--- src/hw/rtl/whs_pkg.sv ---
// ----------------------------------------------------------------------------
// whs_pkg
// shared types, constants and register map of the heater sequencer
// ----------------------------------------------------------------------------
package whs_pkg;

	// heater voltage limits, millivolts
	localparam int MAX_HEATER_MV = 12000;
	localparam int PREHEAT_MV    = 2000;
	localparam int PREHEAT_VOLTS = (PREHEAT_MV > MAX_HEATER_MV) ? MAX_HEATER_MV : PREHEAT_MV;

	// internal voltage width, covers the full clamp range
	localparam int VOLT_W = 15;
	localparam int TICK_W = 24;
	localparam int RAMP_W = 16;
	localparam int DUTY_W = 16;
	localparam int VB_W   = 15;
	localparam logic [TICK_W-1:0] TICK_MAX = '1;

	// duty divider
	localparam int DIV_STEPS = DUTY_W;
	localparam int SQ_W      = 2 * VOLT_W;

	// queue between sequencer and duty unit
	localparam int QUEUE_DEPTH = 2;

	// configuration port
	localparam int PADDR_W = 5;
	localparam int PDATA_W = 32;

	localparam logic [0:0]        RST_ENABLE         = 1'b0;
	localparam logic [TICK_W-1:0] RST_PREHEAT_TICKS  = 24'd100;
	localparam logic [TICK_W-1:0] RST_WARMUP_TIMEOUT = 24'd500;
	localparam logic [13:0]       RST_WARMUP_INIT    = 14'd7000;
	localparam logic [9:0]        RST_WARMUP_STEP    = 10'd20;
	localparam logic [12:0]       RST_UR_READY       = 13'd2000;
	localparam logic [12:0]       RST_UR_OVERHEAT    = 13'd500;
	localparam logic [12:0]       RST_UR_UNDERHEAT   = 13'd2200;

	typedef enum logic [2:0] {
		REG_ENABLE         = 3'd0,
		REG_PREHEAT_TICKS  = 3'd1,
		REG_WARMUP_TIMEOUT = 3'd2,
		REG_WARMUP_INIT    = 3'd3,
		REG_WARMUP_STEP    = 3'd4,
		REG_UR_READY       = 3'd5,
		REG_UR_OVERHEAT    = 3'd6,
		REG_UR_UNDERHEAT   = 3'd7
	} reg_idx_t;

	typedef enum logic [2:0] {
		ST_DISABLED = 3'd0,
		ST_IDLE     = 3'd1,
		ST_PREHEAT  = 3'd2,
		ST_WARMUP   = 3'd3,
		ST_RUNNING  = 3'd4,
		ST_ERROR    = 3'd5
	} sensor_state_t;

	typedef enum logic [1:0] {
		ERR_NONE      = 2'd0,
		ERR_TIMEOUT   = 2'd1,
		ERR_OVERHEAT  = 2'd2,
		ERR_UNDERHEAT = 2'd3
	} err_code_t;

	typedef enum logic [1:0] {
		B_IDLE   = 2'd0,
		B_SQUARE = 2'd1,
		B_DIVIDE = 2'd2,
		B_DONE   = 2'd3
	} back_state_t;

	typedef struct packed {
		logic               enable;
		logic [TICK_W-1:0]  preheat_ticks;
		logic [TICK_W-1:0]  warmup_timeout_ticks;
		logic [13:0]        warmup_initial_mv;
		logic [9:0]         warmup_step_mv;
		logic [12:0]        ur_ready_mv;
		logic [12:0]        ur_overheat_mv;
		logic [12:0]        ur_underheat_mv;
	} cfg_t;

	typedef struct packed {
		logic [12:0]        ur_mv;
		logic               engine_turning;
		logic signed [15:0] pid_mv;
		logic [14:0]        vbatt_mv;
	} in_item_t;

	typedef struct packed {
		logic [2:0]  sensor_state_out;
		logic [1:0]  error_code;
		logic [13:0] heater_mv;
		logic [15:0] heater_duty;
	} out_item_t;

	// one classified tick, handed from sequencer to duty unit
	typedef struct packed {
		sensor_state_t     state;
		err_code_t         err;
		logic [VOLT_W-1:0] volts;
		logic [VB_W-1:0]   vbatt;
	} job_t;

endpackage

--- src/hw/rtl/whs_regs.sv ---
// ----------------------------------------------------------------------------
// whs_regs
// configuration register file behind the apb-style port
// ----------------------------------------------------------------------------
module whs_regs (
	input  logic                          clk,
	input  logic                          arst_n,
	input  logic                          psel,
	input  logic                          penable,
	input  logic                          pwrite,
	input  logic [whs_pkg::PADDR_W-1:0]   paddr,
	input  logic [whs_pkg::PDATA_W-1:0]   pwdata,
	output logic [whs_pkg::PDATA_W-1:0]   prdata,
	output logic                          pready,
	output whs_pkg::cfg_t                 cfg
);

	whs_pkg::cfg_t     cfg_q;
	whs_pkg::reg_idx_t idx;
	logic              wr_en;

	assign idx    = whs_pkg::reg_idx_t'(paddr[whs_pkg::PADDR_W-1:2]);
	assign wr_en  = psel && penable && pwrite;
	assign pready = 1'b1;
	assign cfg    = cfg_q;

	// register writes on the access cycle
	always_ff @(posedge clk or negedge arst_n) begin
		if (!arst_n) begin
			cfg_q.enable               <= whs_pkg::RST_ENABLE;
			cfg_q.preheat_ticks        <= whs_pkg::RST_PREHEAT_TICKS;
			cfg_q.warmup_timeout_ticks <= whs_pkg::RST_WARMUP_TIMEOUT;
			cfg_q.warmup_initial_mv    <= whs_pkg::RST_WARMUP_INIT;
			cfg_q.warmup_step_mv       <= whs_pkg::RST_WARMUP_STEP;
			cfg_q.ur_ready_mv          <= whs_pkg::RST_UR_READY;
			cfg_q.ur_overheat_mv       <= whs_pkg::RST_UR_OVERHEAT;
			cfg_q.ur_underheat_mv      <= whs_pkg::RST_UR_UNDERHEAT;
		end else if (wr_en) begin
			case (idx)
				whs_pkg::REG_ENABLE:         cfg_q.enable               <= pwdata[0];
				whs_pkg::REG_PREHEAT_TICKS:  cfg_q.preheat_ticks        <= pwdata[23:0];
				whs_pkg::REG_WARMUP_TIMEOUT: cfg_q.warmup_timeout_ticks <= pwdata[23:0];
				whs_pkg::REG_WARMUP_INIT:    cfg_q.warmup_initial_mv    <= pwdata[13:0];
				whs_pkg::REG_WARMUP_STEP:    cfg_q.warmup_step_mv       <= pwdata[9:0];
				whs_pkg::REG_UR_READY:       cfg_q.ur_ready_mv          <= pwdata[12:0];
				whs_pkg::REG_UR_OVERHEAT:    cfg_q.ur_overheat_mv       <= pwdata[12:0];
				whs_pkg::REG_UR_UNDERHEAT:   cfg_q.ur_underheat_mv      <= pwdata[12:0];
				default: ;
			endcase
		end
	end

	// read mux
	always_comb begin
		prdata = '0;
		case (idx)
			whs_pkg::REG_ENABLE:         prdata = 32'(cfg_q.enable);
			whs_pkg::REG_PREHEAT_TICKS:  prdata = 32'(cfg_q.preheat_ticks);
			whs_pkg::REG_WARMUP_TIMEOUT: prdata = 32'(cfg_q.warmup_timeout_ticks);
			whs_pkg::REG_WARMUP_INIT:    prdata = 32'(cfg_q.warmup_initial_mv);
			whs_pkg::REG_WARMUP_STEP:    prdata = 32'(cfg_q.warmup_step_mv);
			whs_pkg::REG_UR_READY:       prdata = 32'(cfg_q.ur_ready_mv);
			whs_pkg::REG_UR_OVERHEAT:    prdata = 32'(cfg_q.ur_overheat_mv);
			whs_pkg::REG_UR_UNDERHEAT:   prdata = 32'(cfg_q.ur_underheat_mv);
			default:                     prdata = '0;
		endcase
	end

endmodule

--- src/hw/rtl/whs_front.sv ---
// ----------------------------------------------------------------------------
// whs_front
// tick sequencer: state transitions, tick counting, ramp and voltage select
// ----------------------------------------------------------------------------
module whs_front (
	input  logic              clk,
	input  logic              arst_n,
	input  whs_pkg::cfg_t     cfg,
	input  logic              item_valid,
	output logic              item_ready,
	input  whs_pkg::in_item_t item,
	input  logic              queue_full,
	output logic              push,
	output whs_pkg::job_t     job
);

	whs_pkg::sensor_state_t         state_q, state_d;
	whs_pkg::err_code_t             err_q, err_d;
	logic [whs_pkg::TICK_W-1:0]     ticks_q, ticks_d, elapsed;
	logic [whs_pkg::RAMP_W-1:0]     ramp_q, ramp_d, ramp_base;
	logic [whs_pkg::RAMP_W:0]       ramp_sum;
	logic [whs_pkg::VOLT_W-1:0]     volts;

	assign item_ready = !queue_full;
	assign push       = item_valid && item_ready;
	assign elapsed    = (ticks_q == whs_pkg::TICK_MAX) ? ticks_q : ticks_q + 1'b1;

	// next state and error latch
	always_comb begin
		state_d = state_q;
		err_d   = err_q;
		if (!cfg.enable) begin
			state_d = whs_pkg::ST_DISABLED;
		end else begin
			case (state_q)
				whs_pkg::ST_IDLE: begin
					state_d = item.engine_turning ? whs_pkg::ST_PREHEAT : whs_pkg::ST_IDLE;
				end
				whs_pkg::ST_PREHEAT: begin
					if (!item.engine_turning)
						state_d = whs_pkg::ST_IDLE;
					else if (elapsed > cfg.preheat_ticks)
						state_d = whs_pkg::ST_WARMUP;
				end
				whs_pkg::ST_WARMUP: begin
					if (!item.engine_turning) begin
						state_d = whs_pkg::ST_IDLE;
					end else if (elapsed > cfg.warmup_timeout_ticks) begin
						state_d = whs_pkg::ST_ERROR;
						err_d   = whs_pkg::ERR_TIMEOUT;
					end else if (item.ur_mv < cfg.ur_ready_mv) begin
						state_d = whs_pkg::ST_RUNNING;
					end
				end
				whs_pkg::ST_RUNNING: begin
					if (!item.engine_turning) begin
						state_d = whs_pkg::ST_IDLE;
					end else if (item.ur_mv < cfg.ur_overheat_mv) begin
						state_d = whs_pkg::ST_ERROR;
						err_d   = whs_pkg::ERR_OVERHEAT;
					end else if (item.ur_mv > cfg.ur_underheat_mv) begin
						state_d = whs_pkg::ST_ERROR;
						err_d   = whs_pkg::ERR_UNDERHEAT;
					end
				end
				whs_pkg::ST_ERROR: state_d = whs_pkg::ST_ERROR;
				default:           state_d = whs_pkg::ST_DISABLED;
			endcase
		end
	end

	// tick count, ramp and heater voltage for the new state
	always_comb begin
		ticks_d   = (state_d != state_q) ? '0 : elapsed;
		ramp_base = (state_d != state_q) ? whs_pkg::RAMP_W'(cfg.warmup_initial_mv) : ramp_q;
		ramp_sum  = {1'b0, ramp_base} + (whs_pkg::RAMP_W + 1)'(cfg.warmup_step_mv);
		ramp_d    = ramp_q;
		volts     = '0;
		case (state_d)
			whs_pkg::ST_PREHEAT: begin
				volts = whs_pkg::VOLT_W'(whs_pkg::PREHEAT_VOLTS);
			end
			whs_pkg::ST_WARMUP: begin
				ramp_d = ramp_sum[whs_pkg::RAMP_W] ? '1 : ramp_sum[whs_pkg::RAMP_W-1:0];
				if (ramp_d > whs_pkg::RAMP_W'(whs_pkg::MAX_HEATER_MV))
					volts = whs_pkg::VOLT_W'(whs_pkg::MAX_HEATER_MV);
				else
					volts = ramp_d[whs_pkg::VOLT_W-1:0];
			end
			whs_pkg::ST_RUNNING: begin
				if (item.pid_mv[15])
					volts = '0;
				else if ({1'b0, item.pid_mv[14:0]} > 16'(whs_pkg::MAX_HEATER_MV))
					volts = whs_pkg::VOLT_W'(whs_pkg::MAX_HEATER_MV);
				else
					volts = item.pid_mv[14:0];
			end
			default: volts = '0;
		endcase
	end

	// job handed to the duty unit
	always_comb begin
		job.state = state_d;
		job.err   = err_d;
		job.volts = volts;
		job.vbatt = item.vbatt_mv;
	end

	// sequencer state
	always_ff @(posedge clk or negedge arst_n) begin
		if (!arst_n) begin
			state_q <= whs_pkg::ST_IDLE;
			err_q   <= whs_pkg::ERR_NONE;
			ticks_q <= '0;
			ramp_q  <= '0;
		end else if (push) begin
			state_q <= state_d;
			err_q   <= err_d;
			ticks_q <= ticks_d;
			ramp_q  <= ramp_d;
		end
	end

`ifndef SYNTHESIS
	// an error code is only carried into error or, later, disabled
	a_err_state: assert property (@(posedge clk) disable iff (!arst_n)
		(err_q != whs_pkg::ERR_NONE) |->
		(state_q == whs_pkg::ST_ERROR || state_q == whs_pkg::ST_DISABLED))
		else $error("error code latched outside error or disabled");

	// the error state always carries a reason
	a_error_has_code: assert property (@(posedge clk) disable iff (!arst_n)
		(state_q == whs_pkg::ST_ERROR) |-> (err_q != whs_pkg::ERR_NONE))
		else $error("error state without an error code");
`endif

endmodule

--- src/hw/rtl/whs_queue.sv ---
// ----------------------------------------------------------------------------
// whs_queue
// short first-in first-out queue of jobs between sequencer and duty unit
// ----------------------------------------------------------------------------
module whs_queue #(
	parameter int DEPTH = whs_pkg::QUEUE_DEPTH
) (
	input  logic          clk,
	input  logic          arst_n,
	input  logic          push,
	input  whs_pkg::job_t push_job,
	output logic          full,
	input  logic          pop,
	output whs_pkg::job_t head_job,
	output logic          empty
);

	localparam int PTR_W = (DEPTH > 1) ? $clog2(DEPTH) : 1;
	localparam int CNT_W = $clog2(DEPTH + 1);

	whs_pkg::job_t    mem_q [DEPTH];
	logic [PTR_W-1:0] wr_ptr_q, rd_ptr_q;
	logic [CNT_W-1:0] count_q;

	assign full     = (count_q == CNT_W'(DEPTH));
	assign empty    = (count_q == '0);
	assign head_job = mem_q[rd_ptr_q];

	// entry storage
	always_ff @(posedge clk) begin
		if (push)
			mem_q[wr_ptr_q] <= push_job;
	end

	// pointers and fill count
	always_ff @(posedge clk or negedge arst_n) begin
		if (!arst_n) begin
			wr_ptr_q <= '0;
			rd_ptr_q <= '0;
			count_q  <= '0;
		end else begin
			if (push)
				wr_ptr_q <= (wr_ptr_q == PTR_W'(DEPTH - 1)) ? '0 : wr_ptr_q + 1'b1;
			if (pop)
				rd_ptr_q <= (rd_ptr_q == PTR_W'(DEPTH - 1)) ? '0 : rd_ptr_q + 1'b1;
			if (push && !pop)
				count_q <= count_q + 1'b1;
			else if (pop && !push)
				count_q <= count_q - 1'b1;
		end
	end

`ifndef SYNTHESIS
	a_no_overflow: assert property (@(posedge clk) disable iff (!arst_n)
		push |-> !full)
		else $error("job queue overflow");

	a_no_underflow: assert property (@(posedge clk) disable iff (!arst_n)
		pop |-> !empty)
		else $error("job queue underflow");

	a_count_range: assert property (@(posedge clk) disable iff (!arst_n)
		count_q <= CNT_W'(DEPTH))
		else $error("job queue count out of range");
`endif

endmodule

--- src/hw/rtl/whs_back.sv ---
// ----------------------------------------------------------------------------
// whs_back
// duty unit: squares the voltages, divides bit by bit, holds the result
// ----------------------------------------------------------------------------
module whs_back (
	input  logic               clk,
	input  logic               arst_n,
	input  logic               empty,
	input  whs_pkg::job_t      head_job,
	output logic               pop,
	output logic               result_valid,
	input  logic               result_ready,
	output whs_pkg::out_item_t result
);

	localparam int CNT_W = $clog2(whs_pkg::DIV_STEPS);

	whs_pkg::back_state_t          bst_q, bst_d;
	whs_pkg::job_t                 job_q;
	logic [whs_pkg::SQ_W:0]        rem_q, rem_shift;
	logic [whs_pkg::SQ_W-1:0]      den_q;
	logic [whs_pkg::DUTY_W-1:0]    quo_q, held_q, duty;
	logic [CNT_W-1:0]              cnt_q;
	logic                          load_out, take_job;
	logic                          result_valid_q;
	whs_pkg::out_item_t            result_q;
	logic                          is_disabled;

	assign rem_shift    = {rem_q[whs_pkg::SQ_W-1:0], 1'b0};
	assign is_disabled  = (job_q.state == whs_pkg::ST_DISABLED);
	assign result_valid = result_valid_q;
	assign result       = result_q;

	// next state
	always_comb begin
		bst_d = bst_q;
		case (bst_q)
			whs_pkg::B_IDLE:   if (!empty) bst_d = whs_pkg::B_SQUARE;
			whs_pkg::B_SQUARE: bst_d = whs_pkg::B_DIVIDE;
			whs_pkg::B_DIVIDE: if (cnt_q == CNT_W'(whs_pkg::DIV_STEPS - 1)) bst_d = whs_pkg::B_DONE;
			whs_pkg::B_DONE:   if (!result_valid_q || result_ready) bst_d = whs_pkg::B_IDLE;
			default:           bst_d = whs_pkg::B_IDLE;
		endcase
	end

	// control outputs
	always_comb begin
		take_job = 1'b0;
		load_out = 1'b0;
		case (bst_q)
			whs_pkg::B_IDLE: take_job = !empty;
			whs_pkg::B_DONE: load_out = !result_valid_q || result_ready;
			default: ;
		endcase
	end

	assign pop = take_job;

	// duty select: held value when disabled, zero when v is zero, saturation when v >= vbatt
	always_comb begin
		if (is_disabled)
			duty = held_q;
		else if (job_q.volts == '0)
			duty = '0;
		else if (job_q.volts >= job_q.vbatt)
			duty = '1;
		else
			duty = quo_q;
	end

	always_ff @(posedge clk or negedge arst_n) begin
		if (!arst_n)
			bst_q <= whs_pkg::B_IDLE;
		else
			bst_q <= bst_d;
	end

	// datapath: job capture, squares, restoring division
	always_ff @(posedge clk) begin
		if (take_job)
			job_q <= head_job;
		case (bst_q)
			whs_pkg::B_SQUARE: begin
				rem_q <= (whs_pkg::SQ_W + 1)'(job_q.volts * job_q.volts);
				den_q <= whs_pkg::SQ_W'(job_q.vbatt * job_q.vbatt);
				quo_q <= '0;
				cnt_q <= '0;
			end
			whs_pkg::B_DIVIDE: begin
				if (rem_shift >= {1'b0, den_q}) begin
					rem_q <= rem_shift - {1'b0, den_q};
					quo_q <= {quo_q[whs_pkg::DUTY_W-2:0], 1'b1};
				end else begin
					rem_q <= rem_shift;
					quo_q <= {quo_q[whs_pkg::DUTY_W-2:0], 1'b0};
				end
				cnt_q <= cnt_q + 1'b1;
			end
			default: ;
		endcase
	end

	// held duty for the disabled state
	always_ff @(posedge clk or negedge arst_n) begin
		if (!arst_n)
			held_q <= '0;
		else if (load_out && !is_disabled)
			held_q <= duty;
	end

	// output register
	always_ff @(posedge clk or negedge arst_n) begin
		if (!arst_n)
			result_valid_q <= 1'b0;
		else if (load_out)
			result_valid_q <= 1'b1;
		else if (result_ready)
			result_valid_q <= 1'b0;
	end

	always_ff @(posedge clk) begin
		if (load_out) begin
			result_q.sensor_state_out <= job_q.state;
			result_q.error_code       <= job_q.err;
			result_q.heater_mv        <= is_disabled ? '0 : job_q.volts[13:0];
			result_q.heater_duty      <= duty;
		end
	end

endmodule

--- src/hw/rtl/wideband_heater_sequencer_unit.sv ---
// ----------------------------------------------------------------------------
// wideband_heater_sequencer_unit
// lambda sensor heater sequencer with heater pwm duty output
// ----------------------------------------------------------------------------
// One tick item enters on item/item_valid/item_ready and one result leaves on
// result/result_valid/result_ready for every tick, in order. The sequencer
// takes a tick, updates state, tick count, ramp and latched error, and
// queues the chosen heater voltage. The duty unit computes (V/Vbatt)^2 in
// Q0.16 with a 16-step restoring divider: an item passes fetch, square, 16
// divide steps and output, and no new item is fetched before the last one
// has been handed to the output register. The queue lets ticks be taken
// while the divider works, item_ready drops only when it is full. A stalled
// receiver keeps the result in the output register; the next result waits
// in the duty unit and the queue then fills. Reset puts the sequencer in
// idle with no error, clears the held duty and loads the default thresholds
// with the block disabled; enable must be written over the apb-style port
// before heating starts.
// ----------------------------------------------------------------------------
module wideband_heater_sequencer_unit #(
	parameter int QUEUE_DEPTH = whs_pkg::QUEUE_DEPTH
) (
	input  logic                        clk,
	input  logic                        arst_n,
	input  logic                        psel,
	input  logic                        penable,
	input  logic                        pwrite,
	input  logic [whs_pkg::PADDR_W-1:0] paddr,
	input  logic [whs_pkg::PDATA_W-1:0] pwdata,
	output logic [whs_pkg::PDATA_W-1:0] prdata,
	output logic                        pready,
	input  logic                        item_valid,
	output logic                        item_ready,
	input  whs_pkg::in_item_t           item,
	output logic                        result_valid,
	input  logic                        result_ready,
	output whs_pkg::out_item_t          result
);

	whs_pkg::cfg_t cfg;
	whs_pkg::job_t push_job, head_job;
	logic          push, pop, full, empty;

	// configuration registers
	whs_regs u_regs (
		.clk     (clk),
		.arst_n  (arst_n),
		.psel    (psel),
		.penable (penable),
		.pwrite  (pwrite),
		.paddr   (paddr),
		.pwdata  (pwdata),
		.prdata  (prdata),
		.pready  (pready),
		.cfg     (cfg)
	);

	// sequencer
	whs_front u_front (
		.clk        (clk),
		.arst_n     (arst_n),
		.cfg        (cfg),
		.item_valid (item_valid),
		.item_ready (item_ready),
		.item       (item),
		.queue_full (full),
		.push       (push),
		.job        (push_job)
	);

	// job queue
	whs_queue #(
		.DEPTH (QUEUE_DEPTH)
	) u_queue (
		.clk      (clk),
		.arst_n   (arst_n),
		.push     (push),
		.push_job (push_job),
		.full     (full),
		.pop      (pop),
		.head_job (head_job),
		.empty    (empty)
	);

	// duty unit
	whs_back u_back (
		.clk          (clk),
		.arst_n       (arst_n),
		.empty        (empty),
		.head_job     (head_job),
		.pop          (pop),
		.result_valid (result_valid),
		.result_ready (result_ready),
		.result       (result)
	);

endmodule
--- config.mk ---
export PLATFORM = sky130hd
export DESIGN_NAME = wideband_heater_sequencer_unit
export DESIGN_NICKNAME = d
export VERILOG_FILES = /design/src/hw/rtl/whs_pkg.sv /design/src/hw/rtl/whs_regs.sv /design/src/hw/rtl/whs_front.sv /design/src/hw/rtl/whs_queue.sv /design/src/hw/rtl/whs_back.sv /design/src/hw/rtl/wideband_heater_sequencer_unit.sv
export SDC_FILE = /design/constraint.sdc
export NUM_CORES = 2
export LEC_CHECK = 0
export BUFFER_PORTS_ARGS = -buffer_cell sky130_fd_sc_hd__buf_4
export CAP_MARGIN = 20
export CORE_ASPECT_RATIO = 0.6
export CORE_MARGIN = 5
export CORE_UTILIZATION = 60
export DETAILED_ROUTE_END_ITERATION = 16
export PLACE_DENSITY = 0.89
export SLEW_MARGIN = 40
export SYNTH_ARGS = -nofsm -noshare
export SYNTH_HDL_FRONTEND = slang
export SYNTH_SLANG_ARGS = --single-unit
--- constraint.sdc ---
create_clock -name clk -period 22.8 [get_ports clk]
set_clock_uncertainty 0.15 [all_clocks]
set_input_delay 2.28 -clock clk [delete_from_list [all_inputs] [get_ports clk]]
set_output_delay 2.28 -clock clk [all_outputs]
set_load 0.03 [all_outputs]
==> impl_metrics.json <==
{
  "synth_common_cells": "inv_1, nand2_1, ha_1, fa_1, o21ai_0",
  "max_freq_mhz": 95.3,
  "synth_ff_type": "edfxtp_1",
  "cp.arrival_ns": 10.79,
  "cts-resized-gates": 0,
  "hold_viol_final": 0,
  "dr.pass1.iters": 6,
  "portBuffers": 139,
  "ys_types": 91,
  "ys_seq_elements": 399,
  "hold-worst-slack_ns": 0.316,
  "crit_path_max_incr_delay_ns": 0.71,
  "drt_wl_total_um": 87800,
  "final_nets": 4124,
  "synth_edf_count": 219,
  "crit_type": "reg -> reg",
  "postLayoutCellArea_um2": 36700,
  "route.detailed.drc": 0,
  "synth_area_um2": 33400,
  "fp.dieW_um": 315,
  "clk_pin_slew_ns": 0.07,
  "slew_headroom_pct": 36.1,
  "syn-mean-instance-area_um2": 10.0,
  "grt_pass1_wl_um": 140000,
  "worstSkewPairLatency_ns": 0.59,
  "holdBufCountCts": 0,
  "cts_setup_buffers": 0,
  "startpoint_type": "flop",
  "synthCells": 3334,
  "first_iter_violations": 3076,
  "yosysTopAreaCell": "edfxtp_1",
  "status": "complete, no violations",
  "viasPerCell": 6.06,
  "vias": 25600,
  "period_needed_ns": 10.49,
  "areaGrowthSynthToFinish_pct": 10.0,
  "tns_ns": 0,
  "period_share_pct": 46.0,
  "cts_max_level": 2,
  "min_path_type": "reg -> reg",
  "antenna_found_initial": 2,
  "yosys-top-cells-area": "edfxtp_1, fa_1, ha_1",
  "rsz0062_at_grt": "no",
  "yosysWarnings": 0,
  "setup_violations": 0,
  "track_usage_pct": 29.1,
  "slowest_stage": "a2111oi_1",
  "ant_nets": 0,
  "num_rows": 67,
  "synth.most_common_cell": "inv_1",
  "ctsLongestPathBuffers": 3,
  "pin_count": 159,
  "post_drt_wl_per_cell_um": 20.8,
  "grt_max_degree": 79,
  "die_area_um2": 60600,
  "die_y_um": 193,
  "worst_pin_slew_ns": 0.948,
  "required_ns": 23.10,
  "netlist.area_leader.share_pct": 19.7,
  "cts_made_buffers": 39,
  "cts.sinks": 399,
  "dpl.hpwl_um": 65500,
  "async_flop_share_pct": 45.1,
  "end_kind": "flop",
  "crit_fanout": 51,
  "cts-root-buf": "clkbuf_16",
  "drive_gt1_share_pct": 11.9,
  "n_fill_cell": 4002,
  "final_max_slew_viol_count": 0,
  "initial_core_util_pct": 60.3,
  "yosysSeqAreaShare_pct": 33.3,
  "core_area_um2": 55400,
  "place_area_um2": 35300,
  "grt_pass1_vias": 25900,
  "maxCapViolCount": 0,
  "gr-total-overflow": 0,
  "place_congestion": 0.963,
  "cts_tree": "done"
}
==> worst max-delay path, delay by kind of cell, from the launching register on <==
kind                       cells  cell delay, ns
adders and majority gates      2            0.67
and+or+nand+nor               18            4.41
buffers and inverters          1            0.31
muxes                          3            0.77
xor gates and xnor gates       1            0.18
DFF                            1            0.47
AOI/OAI and AO/OA              9            3.32
==> cells by family (layout without fill, tap and decap cells) <==
group | after synthesis | in the layout | synth area share (%)
mux | 113 | 113 | 3.99
buf+inv | 544 | 663 | 6.23
other cells | 2 | 12 | 0.0225
flops | 399 | 399 | 33.3
fa+ha+maj | 604 | 604 | 28.8
xor+xnor | 122 | 122 | 3.20
compound gates | 628 | 628 | 11.5
simple gates | 922 | 922 | 12.9
==> worst paths after layout <==
kind,startpoint,end,slack [ns],depth (start not counted)
setup / recovery,u_front.ticks_q[16]$_DFFE_PN0P_,u_queue.mem_q[0][27]$_DFFE_PP_,12.31,34
hold / removal,u_back.job_q[31]$_DFFE_PP_,u_back.result[31]$_DFFE_PP_,0.32,0
setup reg to reg,u_front.ticks_q[16]$_DFFE_PN0P_,u_queue.mem_q[0][27]$_DFFE_PP_,12.31,34
hold reg to reg,u_back.job_q[31]$_DFFE_PP_,u_back.result[31]$_DFFE_PP_,0.32,0
max in group asynchronous,arst_n,u_front.ramp_q[4]$_DFFE_PN0P_,19.39,3
min in group asynchronous,arst_n,u_regs.cfg[80]$_DFFE_PN0P_,1.45,1
==> through the flow <==
step                      utilization, %  instances  worst slack [ns]
after floorplan                        -       3343             14.67
after global placement              63.5       4146             12.83
after detailed placement            63.7       4150             12.85
after CTS                           66.3       4221             12.62
after global routing                66.3       4222             11.86
final                               66.3       4222             12.31
==> area by class of cell <==
cell class / count / area [µm²] / area share, %
multi-input combinational: 2400 / 20300 / 55.3
sequential: 399 / 11100 / 30.3
inverter: 422 / 1580 / 4.31
timing repair buffer: 170 / 1360 / 3.69
clock buffer: 51 / 1120 / 3.06
tap: 759 / 950 / 2.59
clock inverter: 20 / 278 / 0.756
antenna: 1 / 2.50 / 0.00681
==> routing by layer <==
layer,wire (µm),GRT usage [%]
met4,2290,7.62
met3,11600,10.1
met5,13,0
met2,37000,42.7
met1,36800,41.7
==> cell usage in the layout, fill, tap and decap left out, types with 35 or more instances in the layout <==
cell / instances
clkbuf_16: 42
ha_1: 326
and2_1: 99
fa_1: 275
xor2_1: 39
a21oi_1: 142
edfxtp_1: 219
inv_1: 411
dfstp_2: 35
dfrtp_1: 145
nor2b_1: 40
nand3_1: 54
nor2_1: 214
o21ai_0: 233
a21o_1: 42
nand2_1: 352
buf_4: 163
mux2_2: 84
xnor2_1: 83
==> state kept, by name, summed over array words and instances (netlist names), 16 cells and up <==
signal / flops
u_front.ticks_q: 24
u_back.rem_q: 30
u_back.held_q: 16
u_back.den_q: 29
u_back.job_q: 35
u_front.ramp_q: 16
u_back.result: 35
u_queue.mem_q: 70
u_regs.cfg: 112
u_back.quo_q: 16
Power is left out: the tool's default activity adds up to more than one toggle a clock period on the data nets, which glitch-free logic cannot reach.
